## config.mk

```make
export PLATFORM = sky130hd
export DESIGN_NAME = qbst_prep
export DESIGN_NICKNAME = d
export VERILOG_FILES = /design/src/qbst_pkg.sv /design/src/qbst_prep.sv
export SDC_FILE = /design/constraint.sdc
export NUM_CORES = 1
export LEC_CHECK = 0
export ABC_AREA = 1
export ABC_CLOCK_PERIOD_IN_PS = 3600
export BUFFER_PORTS_ARGS = -buffer_cell sky130_fd_sc_hd__clkbuf_2
export CORE_ASPECT_RATIO = 0.9
export CORE_UTILIZATION = 25
export DETAILED_ROUTE_END_ITERATION = 10
export SLEW_MARGIN = 20
export SYNTH_ARGS = -nofsm -noshare
export SYNTH_HDL_FRONTEND = slang
export SYNTH_SLANG_ARGS = --single-unit
```

## constraint.sdc

```tcl
create_clock -name clock -period 3.6 [get_ports clock]
set_input_delay 0.72 -clock clock [delete_from_list [all_inputs] [get_ports clock]]
set_output_delay 0.72 -clock clock [all_outputs]
set_load 0.05 [all_outputs]
```

## src/qbst_pkg.sv

```systemverilog
`timescale 1ns / 1ps
// ----------------------------------------------------------------------------
// qbst_pkg
// Shared widths, types, register codes and helpers for the quartic Bezier
// swing trajectory unit.
// ----------------------------------------------------------------------------
package qbst_pkg;

   // field widths
   localparam int PHASE_W   = 17;
   localparam int COORD_W   = 32;
   localparam int CSR_W     = 19;
   localparam int CSR_IDX_W = 2;

   // extra fraction bits carried on control points (Q.20)
   localparam int XF        = 4;
   // control point / curve value width
   localparam int PW        = COORD_W + XF + 1;
   // difference of two curve values
   localparam int DW        = PW + 1;
   // difference times phase
   localparam int PRW       = DW + PHASE_W;
   // difference times velocity gain of 50
   localparam int D50_W     = DW + 6;
   // negated velocity term
   localparam int VN_W      = D50_W + 1;
   // width fed to the output saturation
   localparam int SAT_W     = VN_W - XF;

   localparam int NUM_AXES    = 3;
   localparam int NUM_POINTS  = 5;
   localparam int LEVELS      = NUM_POINTS - 1;
   localparam int LANE_STAGES = 2 * LEVELS;

   localparam logic [PHASE_W-1:0] ONE_Q16  = PHASE_W'(65536);
   localparam logic [PHASE_W-1:0] HALF_Q16 = PHASE_W'(32768);
   // 0.02 in Q1.16; any step up to one half keeps t +/- step inside 0..1
   localparam logic [PHASE_W-1:0] DT_STEP  = PHASE_W'(1311);

   // rounding constants: half an LSB of the shifted result
   localparam logic signed [PRW-1:0]  LERP_RND = PRW'(1) <<< (PHASE_W - 2);
   localparam logic signed [PW-1:0]   POS_RND  = PW'(1) <<< (XF - 1);
   localparam logic signed [VN_W-1:0] VEL_RND  = VN_W'(1) <<< (XF - 1);

   localparam logic signed [CSR_W-1:0] SUB_HEIGHT_RST   = CSR_W'(0);
   localparam logic signed [CSR_W-1:0] SWING_HEIGHT_RST = CSR_W'(26214);
   localparam logic signed [CSR_W-1:0] TOUCHDOWN_RST    = CSR_W'(0);

   typedef enum logic [CSR_IDX_W-1:0] {
      CSR_SUB_HEIGHT       = 2'd0,
      CSR_SWING_HEIGHT     = 2'd1,
      CSR_TOUCHDOWN_OFFSET = 2'd2
   } csr_index_type;

   typedef logic signed [PW-1:0]      point_type;
   typedef logic [PHASE_W-1:0]        phase_type;
   typedef logic signed [COORD_W-1:0] coord_type;

   typedef struct packed {
      logic signed [CSR_W-1:0] sub_height;
      logic signed [CSR_W-1:0] swing_height;
      logic signed [CSR_W-1:0] touchdown_offset;
   } csr_type;

   // clamp to the signed 32-bit range
   function automatic coord_type sat32(input logic signed [SAT_W-1:0] v);
      coord_type r;
      if ((&v[SAT_W-1:COORD_W-1]) || !(|v[SAT_W-1:COORD_W-1])) begin
         r = v[COORD_W-1:0];
      end else if (v[SAT_W-1]) begin
         r = {1'b1, {(COORD_W-1){1'b0}}};
      end else begin
         r = {1'b0, {(COORD_W-1){1'b1}}};
      end
      return r;
   endfunction

endpackage

```

## src/qbst_prep.sv

```systemverilog
`timescale 1ns / 1ps
// ----------------------------------------------------------------------------
// qbst_prep
// Clamps the phase, forms the second phase for the finite difference and
// builds the five Q.20 control points of each axis, registered.
// ----------------------------------------------------------------------------
module qbst_prep
   import qbst_pkg::*;
#(
   parameter phase_type STEP = DT_STEP
)
(
   input  logic      clock,
   input  logic      load,
   input  csr_type   csr,
   input  phase_type phase,
   input  coord_type start_x,
   input  coord_type start_y,
   input  coord_type start_z,
   input  coord_type end_x,
   input  coord_type end_y,
   input  coord_type end_z,
   output point_type pts_ff [NUM_AXES][NUM_POINTS],
   output phase_type t_ff,
   output phase_type t2_ff,
   output logic      neg_ff
);

   point_type pts_in [NUM_AXES][NUM_POINTS];
   phase_type t_in;
   phase_type t2_in;
   logic      neg_in;

   // coordinate scaled to Q.20
   function automatic point_type scale_point(input coord_type c);
      return point_type'({{(PW-COORD_W-XF){c[COORD_W-1]}}, c, {XF{1'b0}}});
   endfunction

   // midpoint of two coordinates in Q.20, exact
   function automatic point_type mid_point(input coord_type s, input coord_type e);
      logic signed [COORD_W:0] sum;
      sum = (COORD_W+1)'(s) + (COORD_W+1)'(e);
      return point_type'({{(PW-COORD_W-XF){sum[COORD_W]}}, sum, {(XF-1){1'b0}}});
   endfunction

   // coordinate plus register offset in Q.20
   function automatic point_type offset_point(input coord_type c,
                                              input logic signed [CSR_W-1:0] off);
      logic signed [COORD_W:0] sum;
      sum = (COORD_W+1)'(c) + (COORD_W+1)'(off);
      return point_type'({sum, {XF{1'b0}}});
   endfunction

   // clamp phase, pick step direction
   always_comb begin
      t_in   = phase[PHASE_W-1] ? ONE_Q16 : phase;
      neg_in = (t_in >= HALF_Q16);
      t2_in  = neg_in ? (t_in - STEP) : (t_in + STEP);
   end

   // control points: x and y share one shape, z takes the offsets
   always_comb begin
      pts_in[0][0] = scale_point(start_x);
      pts_in[0][1] = scale_point(start_x);
      pts_in[0][2] = mid_point(start_x, end_x);
      pts_in[0][3] = scale_point(end_x);
      pts_in[0][4] = scale_point(end_x);

      pts_in[1][0] = scale_point(start_y);
      pts_in[1][1] = scale_point(start_y);
      pts_in[1][2] = mid_point(start_y, end_y);
      pts_in[1][3] = scale_point(end_y);
      pts_in[1][4] = scale_point(end_y);

      pts_in[2][0] = scale_point(start_z);
      pts_in[2][1] = offset_point(start_z, csr.sub_height);
      pts_in[2][2] = offset_point(end_z, csr.swing_height);
      pts_in[2][3] = offset_point(end_z, csr.sub_height);
      pts_in[2][4] = offset_point(end_z, csr.touchdown_offset);
   end

   // hold on stall
   always_ff @(posedge clock) begin
      if (load) begin
         pts_ff <= pts_in;
         t_ff   <= t_in;
         t2_ff  <= t2_in;
         neg_ff <= neg_in;
      end
   end

endmodule

```

==> results of run 1 <==
[how the worst max path moves through the flow]
stage / cells past startpoint / endpoint / slack, ns
after floorplan: 12 / t2_ff[15]$_DFFE_PP_ / 0.84
after global placement: 12 / t2_ff[15]$_DFFE_PP_ / 0.38
after detailed placement: 11 / t2_ff[12]$_DFFE_PP_ / 0.34
after CTS: 11 / t2_ff[12]$_DFFE_PP_ / 1.04
after global routing: 11 / t2_ff[12]$_DFFE_PP_ / 0.83
final: 12 / t2_ff[15]$_DFFE_PP_ / 1.00
[power groups by stage]
| stage | Clock [uW] | Sequential, uW | Combinational [uW] |
|---|---|---|---|
| after floorplan | 0 | 7900 | 2890 |
| after global placement | 0 | 6150 | 6530 |
| after detailed placement | 0 | 6140 | 6530 |
| after CTS | 5370 | 6060 | 6550 |
| after global routing | 5490 | 6090 | 7010 |
| final | 5200 | 6040 | 6530 |
[area by class of cell]
cell class	instances	area [um^2]
fillers	13000	82400
multi-input cells	2673	13700
flip-flops and latches	393	11800
repair buffers	812	4160
inverters	839	3150
well taps	1586	1980
clock buffers	58	1280
clock inverters	34	362
diodes	2	5.00
[routing by layer]
layer,vias to the layer above,wire [um]
met4,4,2200
met3,124,9420
met5,-,26
met1,12600,51200
met2,1016,55300
li1,13700,-
[placed cells by master, fill, tap and decap left out, drive strengths merged, types with 36 or more instances in the layout]
master and count:
a21oi 141, and2 36, clkbuf 856, conb 58
edfxtp 393, ha 206, inv 843, nand2 1577
nand3 145, nand4 36, nor2 258, nor3 48
xor2 95
[flip-flops by register name, summed over array words and instances, names as in the netlist]
register  count
neg_ff        1
pts_ff      358
t2_ff        17
t_ff         17
[critical path, stage by stage]
cell and delay, ns:
clkbuf_2 0.09, nor2_1 0.56, inv_1 0.38, ha_1 0.45, nand2_1 0.13, inv_1 0.04, a21boi_0 0.24, nor2_1 0.06
nor2_1 0.12, nand2_1 0.06, nand2_1 0.05, nand2_1 0.04
[metrics by stage]
step	setup slack (ns)	utilization, %	power, uW	instance area [um^2]
4_1_cts	1.04	30.7	18000	36500
5_1_grt	0.828	30.7	18600	36500
3_3_place_gp	0.383	29.3	12700	34800
2_1_floorplan	0.837	-	10800	30200
6_report	1.00	30.7	17800	36500
3_5_place_dp	0.344	29.3	12700	34800
[cell families after synthesis]
group	share of synthesized area, %
compound gates	3.42
xor+xnor	2.95
fa+ha+maj	9.07
flops	39.4
simple gates	29.7
other cells	0.0125
buf+inv	15.5
==> summary.txt, run 1 <==
number of synthesized flops with an enable pin = 393
Fin Setup TNS = 0 ns
RD Place Congestion = 0.968
Hold EP = pts_ff[325]$_DFFE_PP_
Die X = 367 um
max-cap violations = 0
Pre-antenna DRT Iters = 8
hold path start = start_y[25]
CP Launch Type = input pin
Worst-Margin Slew = 0.826 ns
largest net degree at the start of global routing = 69
CTS tree = done
Sw Share = 42.8%
hold_ws = 0.276 ns
Worst VDD drop = 0.321 mV
share of the synthesized area in the top cell type = 39.4%
CORE AREA = 0.119 mm^2
Crit path required time = 3.97 ns
fin. max-slew vios = 0
Synth area leader = edfxtp_1
Root Buffer = clkbuf_16
post-synth cell types = 32
vias in the first global route = 25,500
Static Leak = 0.0201 uW
Final Non-Filler Cells = 6,397
global-route wire length before repair = 167,000 um
total via count in the routed design = 27,400
Synth Register Bits = 393
Worst Setup End Kind = register
clock power share = 29.2%
status = finished clean
Syn Std Cell Area = 0.0300 mm^2
most frequent cell after synthesis = nand2_1
Area Growth Syn to Fin = 21.7%
drt via density = 4.29
H-Tree Depth = 2
Synth top cells by count = 1,483 x nand2_1, 827 x inv_1, 393 x edfxtp_1
Post-CTS Setup Bufs = 0
nets = 5,250
WL final = 118,000 um
unrepaired setup endpoints after global routing = no
Syn Inst Count = 4,047
internal power = 10,200 uW
Reg clk slew, reported paths = 0.06 ns
Synthesis Warnings = 0
hpwl dp = 102,000 um
Top FF cell, synth = edfxtp_1
syn avg cell area = 7.41 um^2
I/O Pins = 858
Gate power share = 36.7%
Antenna Nets Post-Route = 0
met3 global-route usage = 4.34%
post-cts resize count = 0
Cell Rows = 120
Max-slew headroom = 45.0%
fraction of registers with async set/reset = 0%
Final setup viols = 0
met2 GRT Util = 31.8%
Setup CP Type = in2reg
Die Ht = 331 um
GRT busiest layer = met2
Total Routing Usage GR = 18.7%
drc violations = 0
CTS buffer count = 50
layout cells sized above 1 = 22.2%
total congestion overflow = 0
Synth area leaders = edfxtp_1 39%, nand2_1 19%, inv_1 10%
crit share post-route = 72.2%
hold buffer count at cts = 0
Achievable Freq = 385 MHz
Die Area = 0.121 mm^2
grt met1 use = 24.2%
# port buffers = 799
Power Dens Cells = 487 mW/mm^2
initial antenna violation count = 13
sequential share of power = 34.0%
final hold viol count = 0
part of the Yosys area used for sequential elements = 39.4%
crit-path max FO = 10
CP startpoint = phase[16]
CTS max path bufs = 3
Avg WL per Cell = 18.5 um
initial core utilization = 25.2%
dpl cells = 6,303
Worst Path Arrival = 2.97 ns
Sink Count = 393
Tightest Hold Check Type = in2reg
hold path depth = 1
DR iter-0 viols = 2,031
min cycle time layout = 2.60 ns
Sw Pwr = 7600 uW
Power figures use the tool's default switching activity.
==> inputs of run 2 (changes only) <==
ABC_CLOCK_PERIOD_IN_PS = 2300   (was 3600)
clock period = 2.3 ns   (was 3.6 ns; I/O delays follow)
==> summary.txt, run 2 (synthesis results as in run 1) <==
Setup CP Type = in2reg
CP Launch Type = input pin
initial antenna violation count = 22
status = finished clean
WL final = 121,000 um
CTS buffer count = 49
most common cell after layout, fill and taps aside = nand2_1
nets = 5,575
Die Area = 0.121 mm^2
Worst-Margin Slew = 0.520 ns
most used cell, CP = nand2_1
CP delay by family, top = simple AND/OR/NAND/NOR gates
global-route wire length before repair = 171,000 um
Final setup viols = 0
# port buffers = 799
drt via density = 4.23
critical path, cell by cell = dlygate4sd3_1, clkbuf_2, ha_1, nand2_1, nand2_1, a21oi_1, nand2_2, nand2_1, nand2_1, nand2_1, nand2_1, nand2_1, nand2_1
CTS tree = done
Static Leak = 0.0216 uW
Power Dens Cells = 722 mW/mm^2
Total Routing Usage GR = 19.2%
final hold viol count = 0
CORE AREA = 0.119 mm^2
CP max-delay cell = dlygate4sd3_1
layout cells sized above 1 = 25.6%
Die Ht = 331 um
largest net degree at the start of global routing = 89
Worst Path Arrival = 2.60 ns
most frequent cells in the layout = 1,483 x nand2_1, 827 x inv_1, 798 x clkbuf_2
DR iter-0 viols = 2,116
crit share post-route = 97.0%
CTS max path bufs = 3
Post-CTS Setup Bufs = 0
Fin Setup TNS = 0 ns
Avg WL per Cell = 18.0 um
Pre-antenna DRT Iters = 6
Area Growth Syn to Fin = 30.8%
unrepaired setup endpoints after global routing = no
Die X = 367 um
Biggest register = pts_ff
Worst Setup End Kind = register
Reg clk slew, reported paths = 0.06 ns
Antenna Nets Post-Route = 0
RD Place Congestion = 0.964
Root Buffer = clkbuf_16
hpwl dp = 104,000 um
Max-slew headroom = 65.3%
max reg flops = 358
Top Registers = pts_ff x358, t2_ff x17, t_ff x17
I/O Pins = 858
Sink Count = 393
Worst VDD drop = 0.522 mV
biggest cell delay along the critical path = 0.54 ns
Achievable Freq = 448 MHz
fin. max-slew vios = 0
total via count in the routed design = 28,500
H-Tree Depth = 2
Tightest Hold Check Type = in2reg
initial core utilization = 25.2%
Cell Rows = 120
drc violations = 0
crit-path max FO = 4
max-cap violations = 0
CP bufs+invs = 2
min cycle time layout = 2.23 ns
Crit path required time = 2.66 ns
vias in the first global route = 26,800
hold_ws = 0.0575 ns
total congestion overflow = 0
[run 2: cell types whose count changed in the layout (fill, tap and decap cells not counted), moves of 3 or more]
cell           delta
clkinv_2          -3
inv_8             +3
buf_4           +236
buf_12            +6
diode_2           +8
dlygate4sd3_1    +84
[run 2: worst paths after layout]
check / startpoint / end / slack, ns / cells after the start
setup / recovery: start_x[4] / pts_ff[474]$_DFFE_PP_ / 0.07 / 13
hold / removal: start_y[3] / pts_ff[303]$_DFFE_PP_ / 0.06 / 1
[run 2: final cells by class]
cell class | count | area [um^2]
sequential | 393 | 11800
timing repair buffer | 1138 | 6890
multi-input combinational | 2673 | 13800
inverter | 839 | 3150
fill | 12800 | 79700
tap | 1586 | 1980
clock inverter | 33 | 350
clock buffer | 56 | 1250
antenna | 10 | 25.0
[run 2: power breakdown]
part / switching [uW] / internal (uW) / total [uW]
Clock: 3510 / 4430 / 7930
Combinational: 8040 / 2800 / 10800
Sequential: 556 / 9000 / 9550
Total: 12100 / 16200 / 28300
[run 2: metrics by stage]
step | util (%) | power [uW] | setup slack, ns | cells | area [um^2]
detailed placement | 30.9 | 20400 | -0.137 | 6545 | 36700
CTS | 32.9 | 28600 | 0.102 | 6718 | 39200
global route | 33.0 | 29600 | 0.00374 | 6725 | 39200
finish | 33.0 | 28300 | 0.0682 | 6728 | 39200
global placement | 30.9 | 20400 | -0.133 | 6545 | 36700
floorplan | - | 16900 | 0.0611 | 4104 | 30200
[run 2: per-layer routing]
metal  up-vias  track usage [%]  wire length (um)
met5         -                0                96
met4        14             6.77              3760
met3       146             5.64             10800
met2      1048             31.8             55800
met1     12900             23.9             51000
li1      14400                -                 -
[run 2: repair_timing]
| item | CTS | global route |
|---|---|---|
| hold endpoints to repair | 84 | 0 |
| endpoints found under the setup margin | 0 | 10 |
| resized for setup | 0 | 2 |
| hold buffers | 84 | 0 |
