### config.mk
export PLATFORM = sky130hd
export DESIGN_NAME = qbst_merge
export DESIGN_NICKNAME = d
export VERILOG_FILES = /design/src/qbst_pkg.sv /design/src/qbst_merge.sv
export SDC_FILE = /design/constraint.sdc
export NUM_CORES = 1
export LEC_CHECK = 0
export BUFFER_PORTS_ARGS = -buffer_cell sky130_fd_sc_hd__buf_4
export CAP_MARGIN = 20
export CORE_MARGIN = 2
export CORE_UTILIZATION = 45
export DETAILED_ROUTE_END_ITERATION = 16
export GPL_TIMING_DRIVEN = 0
export MAX_ROUTING_LAYER = met4
export PLACE_DENSITY = 0.62
export SYNTH_ARGS = -nofsm -noshare
export SYNTH_HDL_FRONTEND = slang
export SYNTH_SLANG_ARGS = --single-unit
### constraint.sdc
create_clock -name clock -period 8.3 [get_ports clock]
set_input_delay 1.66 -clock clock [delete_from_list [all_inputs] [get_ports clock]]
set_output_delay 1.66 -clock clock [all_outputs]
set_load 0.02 [all_outputs]
### src/qbst_pkg.sv
`timescale 1ns / 1ps
// ----------------------------------------------------------------------------
// qbst_pkg
// Shared widths, types, register codes and helpers for the quartic Bezier
// swing trajectory unit.
// ----------------------------------------------------------------------------
package qbst_pkg;

   // field widths
   localparam int PHASE_W   = 17;
   localparam int COORD_W   = 32;
   localparam int CSR_W     = 19;
   localparam int CSR_IDX_W = 2;

   // extra fraction bits carried on control points (Q.20)
   localparam int XF        = 4;
   // control point / curve value width
   localparam int PW        = COORD_W + XF + 1;
   // difference of two curve values
   localparam int DW        = PW + 1;
   // difference times phase
   localparam int PRW       = DW + PHASE_W;
   // difference times velocity gain of 50
   localparam int D50_W     = DW + 6;
   // negated velocity term
   localparam int VN_W      = D50_W + 1;
   // width fed to the output saturation
   localparam int SAT_W     = VN_W - XF;

   localparam int NUM_AXES    = 3;
   localparam int NUM_POINTS  = 5;
   localparam int LEVELS      = NUM_POINTS - 1;
   localparam int LANE_STAGES = 2 * LEVELS;

   localparam logic [PHASE_W-1:0] ONE_Q16  = PHASE_W'(65536);
   localparam logic [PHASE_W-1:0] HALF_Q16 = PHASE_W'(32768);
   // 0.02 in Q1.16; any step up to one half keeps t +/- step inside 0..1
   localparam logic [PHASE_W-1:0] DT_STEP  = PHASE_W'(1311);

   // rounding constants: half an LSB of the shifted result
   localparam logic signed [PRW-1:0]  LERP_RND = PRW'(1) <<< (PHASE_W - 2);
   localparam logic signed [PW-1:0]   POS_RND  = PW'(1) <<< (XF - 1);
   localparam logic signed [VN_W-1:0] VEL_RND  = VN_W'(1) <<< (XF - 1);

   localparam logic signed [CSR_W-1:0] SUB_HEIGHT_RST   = CSR_W'(0);
   localparam logic signed [CSR_W-1:0] SWING_HEIGHT_RST = CSR_W'(26214);
   localparam logic signed [CSR_W-1:0] TOUCHDOWN_RST    = CSR_W'(0);

   typedef enum logic [CSR_IDX_W-1:0] {
      CSR_SUB_HEIGHT       = 2'd0,
      CSR_SWING_HEIGHT     = 2'd1,
      CSR_TOUCHDOWN_OFFSET = 2'd2
   } csr_index_type;

   typedef logic signed [PW-1:0]      point_type;
   typedef logic [PHASE_W-1:0]        phase_type;
   typedef logic signed [COORD_W-1:0] coord_type;

   typedef struct packed {
      logic signed [CSR_W-1:0] sub_height;
      logic signed [CSR_W-1:0] swing_height;
      logic signed [CSR_W-1:0] touchdown_offset;
   } csr_type;

   // clamp to the signed 32-bit range
   function automatic coord_type sat32(input logic signed [SAT_W-1:0] v);
      coord_type r;
      if ((&v[SAT_W-1:COORD_W-1]) || !(|v[SAT_W-1:COORD_W-1])) begin
         r = v[COORD_W-1:0];
      end else if (v[SAT_W-1]) begin
         r = {1'b1, {(COORD_W-1){1'b0}}};
      end else begin
         r = {1'b0, {(COORD_W-1){1'b1}}};
      end
      return r;
   endfunction

endpackage

### src/qbst_merge.sv
`timescale 1ns / 1ps
// ----------------------------------------------------------------------------
// qbst_merge
// Combines the two lanes of each axis: rounds the position, forms the
// finite-difference velocity times 50, signs it and saturates both.
// ----------------------------------------------------------------------------
module qbst_merge
   import qbst_pkg::*;
(
   input  logic       clock,
   input  logic [1:0] load,
   input  point_type  p_now  [NUM_AXES],
   input  point_type  p_step [NUM_AXES],
   input  logic       neg,
   output coord_type  pos_ff [NUM_AXES],
   output coord_type  vel_ff [NUM_AXES]
);

   logic signed [D50_W-1:0] d50_in  [NUM_AXES];
   logic signed [D50_W-1:0] d50_ff  [NUM_AXES];
   coord_type               pos_in  [NUM_AXES];
   coord_type               posm_ff [NUM_AXES];
   coord_type               vel_in  [NUM_AXES];
   logic                    neg_ff;

   for (genvar a = 0; a < NUM_AXES; a++) begin : g_axis
      logic signed [DW-1:0]    diff;
      logic signed [D50_W-1:0] dx;
      point_type               psum;
      logic signed [VN_W-1:0]  vn;
      logic signed [VN_W-1:0]  vsum;

      // difference times 50 as 32 + 16 + 2
      assign diff       = DW'(p_step[a]) - DW'(p_now[a]);
      assign dx         = D50_W'(diff);
      assign d50_in[a]  = (dx <<< 5) + (dx <<< 4) + (dx <<< 1);

      // round position to Q16.16 and clamp
      assign psum       = p_now[a] + POS_RND;
      assign pos_in[a]  = sat32(SAT_W'($signed(psum[PW-1:XF])));

      // negate for a backward step, round and clamp
      assign vn         = neg_ff ? -VN_W'(d50_ff[a]) : VN_W'(d50_ff[a]);
      assign vsum       = vn + VEL_RND;
      assign vel_in[a]  = sat32(SAT_W'($signed(vsum[VN_W-1:XF])));
   end

   always_ff @(posedge clock) begin
      if (load[0]) begin
         d50_ff  <= d50_in;
         posm_ff <= pos_in;
         neg_ff  <= neg;
      end
      if (load[1]) begin
         pos_ff <= posm_ff;
         vel_ff <= vel_in;
      end
   end

endmodule

==> results of run 1 <==
-- kinds of logic after synthesis --
kind of cell               count (synthesis)
and+or+nand+nor                         1017
buffers and inverters                    428
xor gates and xnor gates                 528
muxes                                     39
DFF                                      418
AOI/OAI and AO/OA                       1046
adders and majority gates                347
-- layout by cell type, fill, tap and decap left out, types with 47 or more instances in the layout --
cell | netlist | final
clkbuf_16 | 0 | 49
o21ai_0 | 237 | 237
xnor2_1 | 357 | 357
nand2_1 | 206 | 206
clkbuf_1 | 91 | 94
nor2_1 | 229 | 229
a21o_1 | 169 | 169
ha_1 | 282 | 282
nand3_1 | 122 | 122
nand4_1 | 47 | 47
xor2_1 | 170 | 170
edfxtp_1 | 418 | 418
a21oi_1 | 264 | 264
inv_1 | 308 | 308
buf_4 | 0 | 416
nor3_1 | 94 | 94
fa_1 | 63 | 63
nor2b_1 | 47 | 47
-- area by class of cell --
| cell class | instances | share of cell area |
|---|---|---|
| timing repair buffer | 422 | 0.07718 |
| clock buffer | 59 | 0.03010 |
| tap | 1050 | 0.03129 |
| inverter | 309 | 0.02762 |
| buffer | 116 | 0.01222 |
| clock inverter | 24 | 0.005185 |
| multi-input combinational | 2977 | 0.5175 |
| sequential | 418 | 0.2989 |
-- flip-flops by register name (all words and copies together) (netlist names) --
register,cells
d50_ff,129
posm_ff,96
vel_ff,96
pos_ff,96
neg_ff,1
-- power breakdown --
| part | switching, mW | total, mW | internal [mW] |
|---|---|---|---|
| clock network | 0.864 | 2.04 | 1.17 |
| registers | 0.438 | 3.66 | 3.22 |
| logic | 4.26 | 7.45 | 3.20 |
-- per-stage QoR --
stage,cell area [um2],util,TNS [ns]
detailed placement,40480,0.5124,-264.81
global route,41990,0.5315,0
CTS,41960,0.5312,0
finish,41990,0.5315,0
floorplan,35930,-,0
global placement,40380,0.5111,-272.73
-- per-layer routing --
| layer | track usage | vias to the layer above | share of wire |
|---|---|---|---|
| li1 | - | 14849 | - |
| met1 | 0.3152 | 14210 | 0.45 |
| met2 | 0.3835 | 720 | 0.48 |
| met3 | 0.03219 | 108 | 0.055 |
| met4 | 0.04476 | 0 | 0.016 |
| met5 | - | - | 0 |
-- worst max-delay path, delay by kind of cell --
| family | cells | cell delay (ns) |
|---|---|---|
| buffers and inverters | 2 | 0.16 |
| AO/OA/AOI/OAI | 16 | 4.08 |
| AND/OR/NAND/NOR | 4 | 0.65 |
| adder cells (fa/ha/maj) | 4 | 1.10 |
| XOR/XNOR | 2 | 0.38 |
-- path summary, 6_finish.rpt --
path	start	end	cells after the start
setup / recovery	p_step[74]	d50_ff[124]$_DFFE_PP_	28
hold / removal	posm_ff[91]$_DFFE_PP_	pos_ff[91]$_DFFE_PP_	0
setup reg to reg	neg_ff$_DFFE_PP_	vel_ff[27]$_DFFE_PP_	24
hold reg to reg	posm_ff[91]$_DFFE_PP_	pos_ff[91]$_DFFE_PP_	0
-- what timing repair did --
| item | CTS | global route |
|---|---|---|
| resized for setup | 8 | 7 |
| setup endpoints to repair | 93 | 45 |
| hold buffers | 0 | 0 |
==> qor.txt, run 1 <==
status - complete, no violations
largest family of logic cells by synthesized area - compound AO/OA/AOI/OAI gates
initial antenna violation count - 3
# setup viols final - 0
Crit Path Class - input port to flop
Yosys reg bits - 418
Tot Pwr - 13.14 mW
Detailed Place HPWL - 76620 um
Reg clk slew, reported paths - 0.07 ns
Power Dens Cells - 313.0 mW/mm2
Inst Count DP - 5294
H-tree levels - 2
drt drc - 0
Clock Sinks - 418
largest net degree at the start of global routing - 112
fin cells - 5375
Chip Width - 286.6 um
antenna viol nets, final - 0
Yosys Warn Count - 0
Max VDD drop - 187.9 uV
register area - 0.01255 mm2
diode count - 0
skew final - 0.02478 ns
Setup WS post-layout - 0.5781 ns
asr flop ratio synth - 0
post-synth cell types - 97
FILL cells - 7452
sequential area share after synthesis - 0.3493
Least-Margin Pin Slew - 1.101 ns
Initial Util - 0.4548
most common cell in the netlist - edfxtp_1
crit start category - input port
Final Slew Violations - 0
R2R setup slack - 0.60 ns
fmax - 129.5 MHz
total global routing overflow - 0
Port Buffer Count - 417
number of DRC markers in iteration 0 - 1953
Clock Tree Root - clkbuf_16
CTS tree - yes
Setup Buffers After CTS - 0
max-cap violation count - 0
Post-synth EDFFs - 418
Max-slew headroom - 0.2660
chip height - 286.6 um
Fin. Hold Viols - 0
top post-synthesis cells by area - edfxtp_1 (35%), ha_1 (9.8%), xnor2_1 (8.7%), xor2_1 (4.1%), a21oi_1 (3.7%)
Adder-Cell Fraction of Synth Area - 0.1339
WHS - 0.4114 ns
RSZ-0062 raised after global routing - no
Synth Area in XOR/XNOR - 0.1289
endpoint type of the worst setup path - flop
die area - 0.08213 mm2
CP arrival - 8.06 ns
Post-Syn Area per Cell - 9.399 um2
drt wl/cell - 17.98 um
Nets - 4861
vias in the first global route - 28.33k
predominant post-synthesis flop cell - edfxtp_1
worst hold path class - flop to flop
gr usage total - 0.2356
Via Count - 29.89k
GPL Wtd Cong - 0.9324
area leader, netlist - edfxtp_1
fraction of layout cells with a size suffix above 1 - 0.1295
Leakage Power - 17.27 nW
std cell rows - 103
total core area - 0.07900 mm2
Total Wirelength - 96660 um
CTS Buf Count - 46
Post-Syn Area - 0.03593 mm2
Syn Inst Count - 3823
1st-pass router iterations - 5
Synthesized Nets - 4394
Synth Area in Compound Gates - 0.1848
Post-Synth Simple-Gate Area - 0.1455
Max FO, Critical Path - 5
Max Root-Sink Buffers - 3
# IOs - 418
max incr delay on CP - 0.58 ns
critical path data required time - 8.64 ns
most frequent cells after synthesis - edfxtp_1 (418), xnor2_1 (357), inv_1 (308)
CP max stage cell - o41ai_1
min cycle time layout - 7.722 ns
share of the synthesized area in the top cell type - 0.3493
final period utilization - 0.9304
area of the multi-input gates - 0.02173 mm2
Area Growth Syn to Fin - 16.86%
first-pass GRT wire length - 151200 um
vias per std cell - 5.560
Clk Latency, worst-skew pair - 0.59 ns
post-synthesis mux area share - 0.01125
Placement Setup Slack - -3.367 ns
No activity file was read; power rests on OpenSTA's default activity.
==> run 2, diff against run 1 <==
- CTS_BUF_LIST: not set -> sky130_fd_sc_hd__clkbuf_4 sky130_fd_sc_hd__clkbuf_8 sky130_fd_sc_hd__clkbuf_16
==> qor.txt, run 2 (synthesis results as in run 1) <==
crit start category - flop
GPL Wtd Cong - 0.9324
Clk Latency, worst-skew pair - 0.59 ns
diode count - 0
fmax - 129.8 MHz
most common cell after layout, fill and taps aside - edfxtp_1
CP arrival - 8.08 ns
NetSw - 5.555 mW
antenna viol nets, final - 0
chip height - 286.6 um
total core area - 0.07900 mm2
Max-slew headroom - 0.2651
Reg clk slew, reported paths - 0.06 ns
status - complete, no violations
worst hold path class - flop to flop
Largest Register - d50_ff
H-tree levels - 2
internal power - 7.618 mW
Area Growth Syn to Fin - 16.96%
vias per std cell - 5.563
skew final - 0.02378 ns
Max FO, Critical Path - 28
Port Buffer Count - 417
# setup viols final - 0
max reg flops - 129
gr usage total - 0.2355
Detailed Place HPWL - 76620 um
Leakage Power - 17.30 nW
Crit Path Class - flop to flop
sw frac - 0.4217
largest net degree at the start of global routing - 112
std cell rows - 103
setup tns final - 0 ns
vias in the first global route - 28.34k
Sequential Power Share - 0.277
FILL cells - 7445
endpoint type of the worst setup path - flop
area of the multi-input gates - 0.02173 mm2
Nets - 4861
final period utilization - 0.9285
Least-Margin Pin Slew - 1.102 ns
Placed Area - 0.04048 mm2
Max VDD drop - 187.9 uV
Clock Sinks - 418
Gate power share - 0.566
drt drc - 0
Fin. Hold Viols - 0
Clock Tree Root - clkbuf_16
CTS tree - yes
first-pass GRT wire length - 151100 um
Setup Buffers After CTS - 0
register area - 0.01255 mm2
max-cap violation count - 0
drt wl/cell - 17.97 um
Final Slew Violations - 0
Chip Width - 286.6 um
die area - 0.08213 mm2
final instance area - 0.04203 mm2
Power Dens Cells - 313.5 mW/mm2
Max Root-Sink Buffers - 3
Initial Util - 0.4548
most frequent cells in the layout - edfxtp_1 (418), buf_4 (416), xnor2_1 (357)
WHS - 0.4160 ns
critical path data required time - 8.67 ns
fraction of layout cells with a size suffix above 1 - 0.1318
CTS Buf Count - 46
initial antenna violation count - 3
Total Wirelength - 96600 um
total global routing overflow - 0
Clk pwr share - 0.157
1st-pass router iterations - 7
Via Count - 29.90k
# IOs - 418
number of DRC markers in iteration 0 - 1874
RSZ-0062 raised after global routing - no
cts hold-fix bufs - 0
min cycle time layout - 7.706 ns
-- run 2: changes by cell type in the layout (fill, tap and decap cells not counted) --
cell and delta:
clkbuf_1 -10, clkbuf_4 +10
-- run 2: path summary, 6_finish.rpt --
| check | start | to | slack (ns) | cells after the start |
|---|---|---|---|---|
| setup reg to reg | neg_ff$_DFFE_PP_ | vel_ff[27]$_DFFE_PP_ | 0.59 | 24 |
| setup / recovery | neg_ff$_DFFE_PP_ | vel_ff[27]$_DFFE_PP_ | 0.59 | 24 |
| hold / removal | posm_ff[40]$_DFFE_PP_ | pos_ff[40]$_DFFE_PP_ | 0.42 | 0 |
| hold reg to reg | posm_ff[40]$_DFFE_PP_ | pos_ff[40]$_DFFE_PP_ | 0.42 | 0 |
-- run 2: metal layers --
layer	routed length [um]	track usage
met1	43740	0.3151
met2	45910	0.3834
met3	5380	0.03219
met4	1565	0.04476
met5	0	-
-- run 2: layout make-up --
class / count / share of cell area
Clock inverter: 24 / 0.005180
Timing Repair Buffer: 422 / 0.07711
Buffer: 116 / 0.01221
Tap cell: 1050 / 0.03126
Multi-Input combinational cell: 2977 / 0.5170
Inverter: 309 / 0.02760
Clock buffer: 59 / 0.03096
Sequential cell: 418 / 0.2987
-- run 2: power groups by stage --
stage          clock network (mW)  logic (mW)  registers (mW)
6_report                     2.07        7.45            3.65
5_1_grt                      2.21        8.35            3.71
4_1_cts                      2.14        7.47            3.65
3_5_place_dp                    0        7.42            3.69
3_3_place_gp                    0        7.38            3.70
2_1_floorplan                   0        5.56            3.67
-- run 2: metrics by stage --
stage	setup slack [ns]	util	total power, mW	std cells
2_1_floorplan	0.8516	-	9.233	3823
3_3_place_gp	-3.407	0.5111	11.08	5290
3_5_place_dp	-3.367	0.5124	11.11	5294
5_1_grt	0.03408	0.5320	14.27	5375
4_1_cts	0.1711	0.5316	13.26	5374
6_report	0.5936	0.5320	13.17	5375
-- run 2: worst max-delay path, cell delays in order, from the launching register on --
cell and delay (ns):
edfxtp_1 0.32, clkbuf_1 0.32, buf_4 0.40, buf_6 0.32
buf_2 0.35, clkbuf_2 0.36, buf_2 0.37, clkbuf_4 0.38
o21ai_0 0.18, xnor2_1 0.16, ha_1 0.23, nor4bb_1 0.29
mux2i_1 0.15, a32oi_2 0.33, or4b_1 0.58, and4b_1 0.30
buf_2 0.19, nand2_1 0.24, nor4_1 0.32, mux2i_1 0.26
nand3_1 0.08, or3_1 0.37, mux2i_4 0.37, buf_6 0.23
mux2i_1 0.35
-- run 2: timing repair --
item,CTS,global route
endpoints found under the setup margin,93,45
resized for setup,8,7
pin swaps,0,0
==> run 3, diff against run 2 <==
- CORE_ASPECT_RATIO: not set -> 2
- CTS_CLUSTER_SIZE: not set -> 14
- TNS_END_PERCENT: not set -> 30
==> qor.txt, run 3 (synthesis results as in run 1) <==
status - complete, no violations
Nets - 4859
CP max stage cell - a211oi_1
crit start category - input port
vias per std cell - 5.586
largest net degree at the start of global routing - 110
vias in the first global route - 30.25k
max incr delay on CP - 0.67 ns
sw frac - 0.4233
Max-slew headroom - 0.2247
Min-Delay Endpoint - pos_ff[74]$_DFFE_PP_
most frequent cells in the layout - edfxtp_1 (418), buf_4 (416), xnor2_1 (356)
Crit Path Class - input port to flop
drt wl/cell - 19.24 um
Clock Tree Root - clkbuf_16
Power Dens Cells - 311.8 mW/mm2
endpoint type of the worst setup path - flop
Clk pwr share - 0.152
total core area - 0.07910 mm2
Placed Area - 0.04047 mm2
reg-to-reg startpoint - neg_ff$_DFFE_PP_
Largest Register - d50_ff
diode count - 0
max reg flops - 129
crit path buf inv count - 2
Clock Sinks - 418
Area Growth Syn to Fin - 16.73%
Least-Margin Pin Slew - 1.163 ns
# setup viols final - 0
die area - 0.08226 mm2
CP arrival - 8.49 ns
worst hold stages - 0
Chip Width - 203.8 um
r2r endpoint - vel_ff[20]$_DFFE_PP_
WHS - 0.4137 ns
Top delay family on crit path - compound AO/OA/AOI/OAI gates
Max Root-Sink Buffers - 3
CTS Buf Count - 43
Via Count - 29.91k
setup tns final - 0 ns
RSZ-0062 raised after global routing - yes
internal power - 7.542 mW
Detailed Place HPWL - 82510 um
critical path data required time - 8.63 ns
antenna viol nets, final - 0
Port Buffer Count - 417
Initial Util - 0.4543
CTS tree - yes
first-pass GRT wire length - 159800 um
worst hold path class - flop to flop
worst reg2reg path depth - 24
number of DRC markers in iteration 0 - 1344
Reg clk slew, reported paths - 0.06 ns
skew final - 0.01876 ns
Setup Buffers After CTS - 0
Leakage Power - 17.27 nW
final instance area - 0.04194 mm2
fmax - 122.6 MHz
fraction of layout cells with a size suffix above 1 - 0.1311
1st-pass router iterations - 5
cts hold-fix bufs - 0
R2R setup slack - 0.44 ns
GPL Wtd Cong - 0.9751
Clk Latency, worst-skew pair - 0.60 ns
final period utilization - 0.9824
# IOs - 418
Max VDD drop - 185.7 uV
initial antenna violation count - 0
min cycle time layout - 8.154 ns
chip height - 403.6 um
Gate power share - 0.569
H-tree levels - 2
total global routing overflow - 0
drt drc - 0
NetSw - 5.537 mW
FILL cells - 7387
Worst Hold Launch - posm_ff[74]$_DFFE_PP_
Max FO, Critical Path - 6
Sequential Power Share - 0.279
most common cell after layout, fill and taps aside - edfxtp_1
Final Slew Violations - 0
Fin. Hold Viols - 0
max-cap violation count - 0
gr usage total - 0.2535
Total Wirelength - 103000 um
std cell rows - 146
-- run 3: changes by cell type in the layout (fill, tap and decap cells not counted), sizes merged --
cell / change
inv: -1
clkinv: +5
buf: -3
bufinv: +1
clkbuf: -5
clkinvlp: -4
-- run 3: worst max-delay path by stage --
stage | cells past startpoint | end | from
2_1_floorplan | 26 | d50_ff[41]$_DFFE_PP_ | p_now[2]
3_3_place_gp | 27 | vel_ff[6]$_DFFE_PP_ | neg_ff$_DFFE_PP_
3_5_place_dp | 27 | vel_ff[20]$_DFFE_PP_ | neg_ff$_DFFE_PP_
4_1_cts | 29 | d50_ff[41]$_DFFE_PP_ | p_step[0]
5_1_grt | 29 | d50_ff[41]$_DFFE_PP_ | p_step[0]
6_report | 29 | d50_ff[41]$_DFFE_PP_ | p_now[3]
-- run 3: through the flow --
| stage | power [mW] | utilization | setup slack, ns | instances |
|---|---|---|---|---|
| floorplan | 9.233 | - | 0.8516 | 3823 |
| global placement | 11.01 | 0.5102 | -4.471 | 5276 |
| CTS | 13.16 | 0.5297 | 0.006328 | 5353 |
| global route | 14.18 | 0.5303 | -0.1038 | 5354 |
| finish | 13.08 | 0.5303 | 0.1462 | 5354 |
| detailed placement | 11.04 | 0.5116 | -4.438 | 5281 |
-- run 3: layout make-up --
class	instances	area, um2	share of cell area
timing repair buffer	423	3246	0.07738
sequential	418	12550	0.2993
clock buffer	50	1164	0.02774
multi-input combinational	2977	21780	0.5193
clock inverter	25	225.2	0.005370
buffer	116	520.5	0.01241
tap	1036	1296	0.03091
inverter	309	1160	0.02765
-- run 3: timing repair --
item                                   4_1_cts  5_1_grt
setup endpoints to repair                   96       36
endpoints found under the hold margin        0        0
gates resized for setup                     16        8
-- run 3: power by group through the flow --
stage	sequential (mW)	combinational, mW	clock, mW
after floorplan	3.67	5.56	0
after global placement	3.68	7.33	0
after detailed placement	3.67	7.37	0
after CTS	3.64	7.47	2.04
after global routing	3.71	8.38	2.09
final	3.65	7.44	1.99
-- run 3: layer usage --
layer | share of wire | routed length, um | track usage | vias to the layer above
met2 | 0.52 | 53870 | 0.4674 | 889
met4 | 0.057 | 5865 | 0.1338 | 0
met3 | 0.048 | 4954 | 0.02943 | 248
met5 | 0 | 0 | - | -
li1 | - | - | - | 14819
met1 | 0.37 | 38290 | 0.2602 | 13951
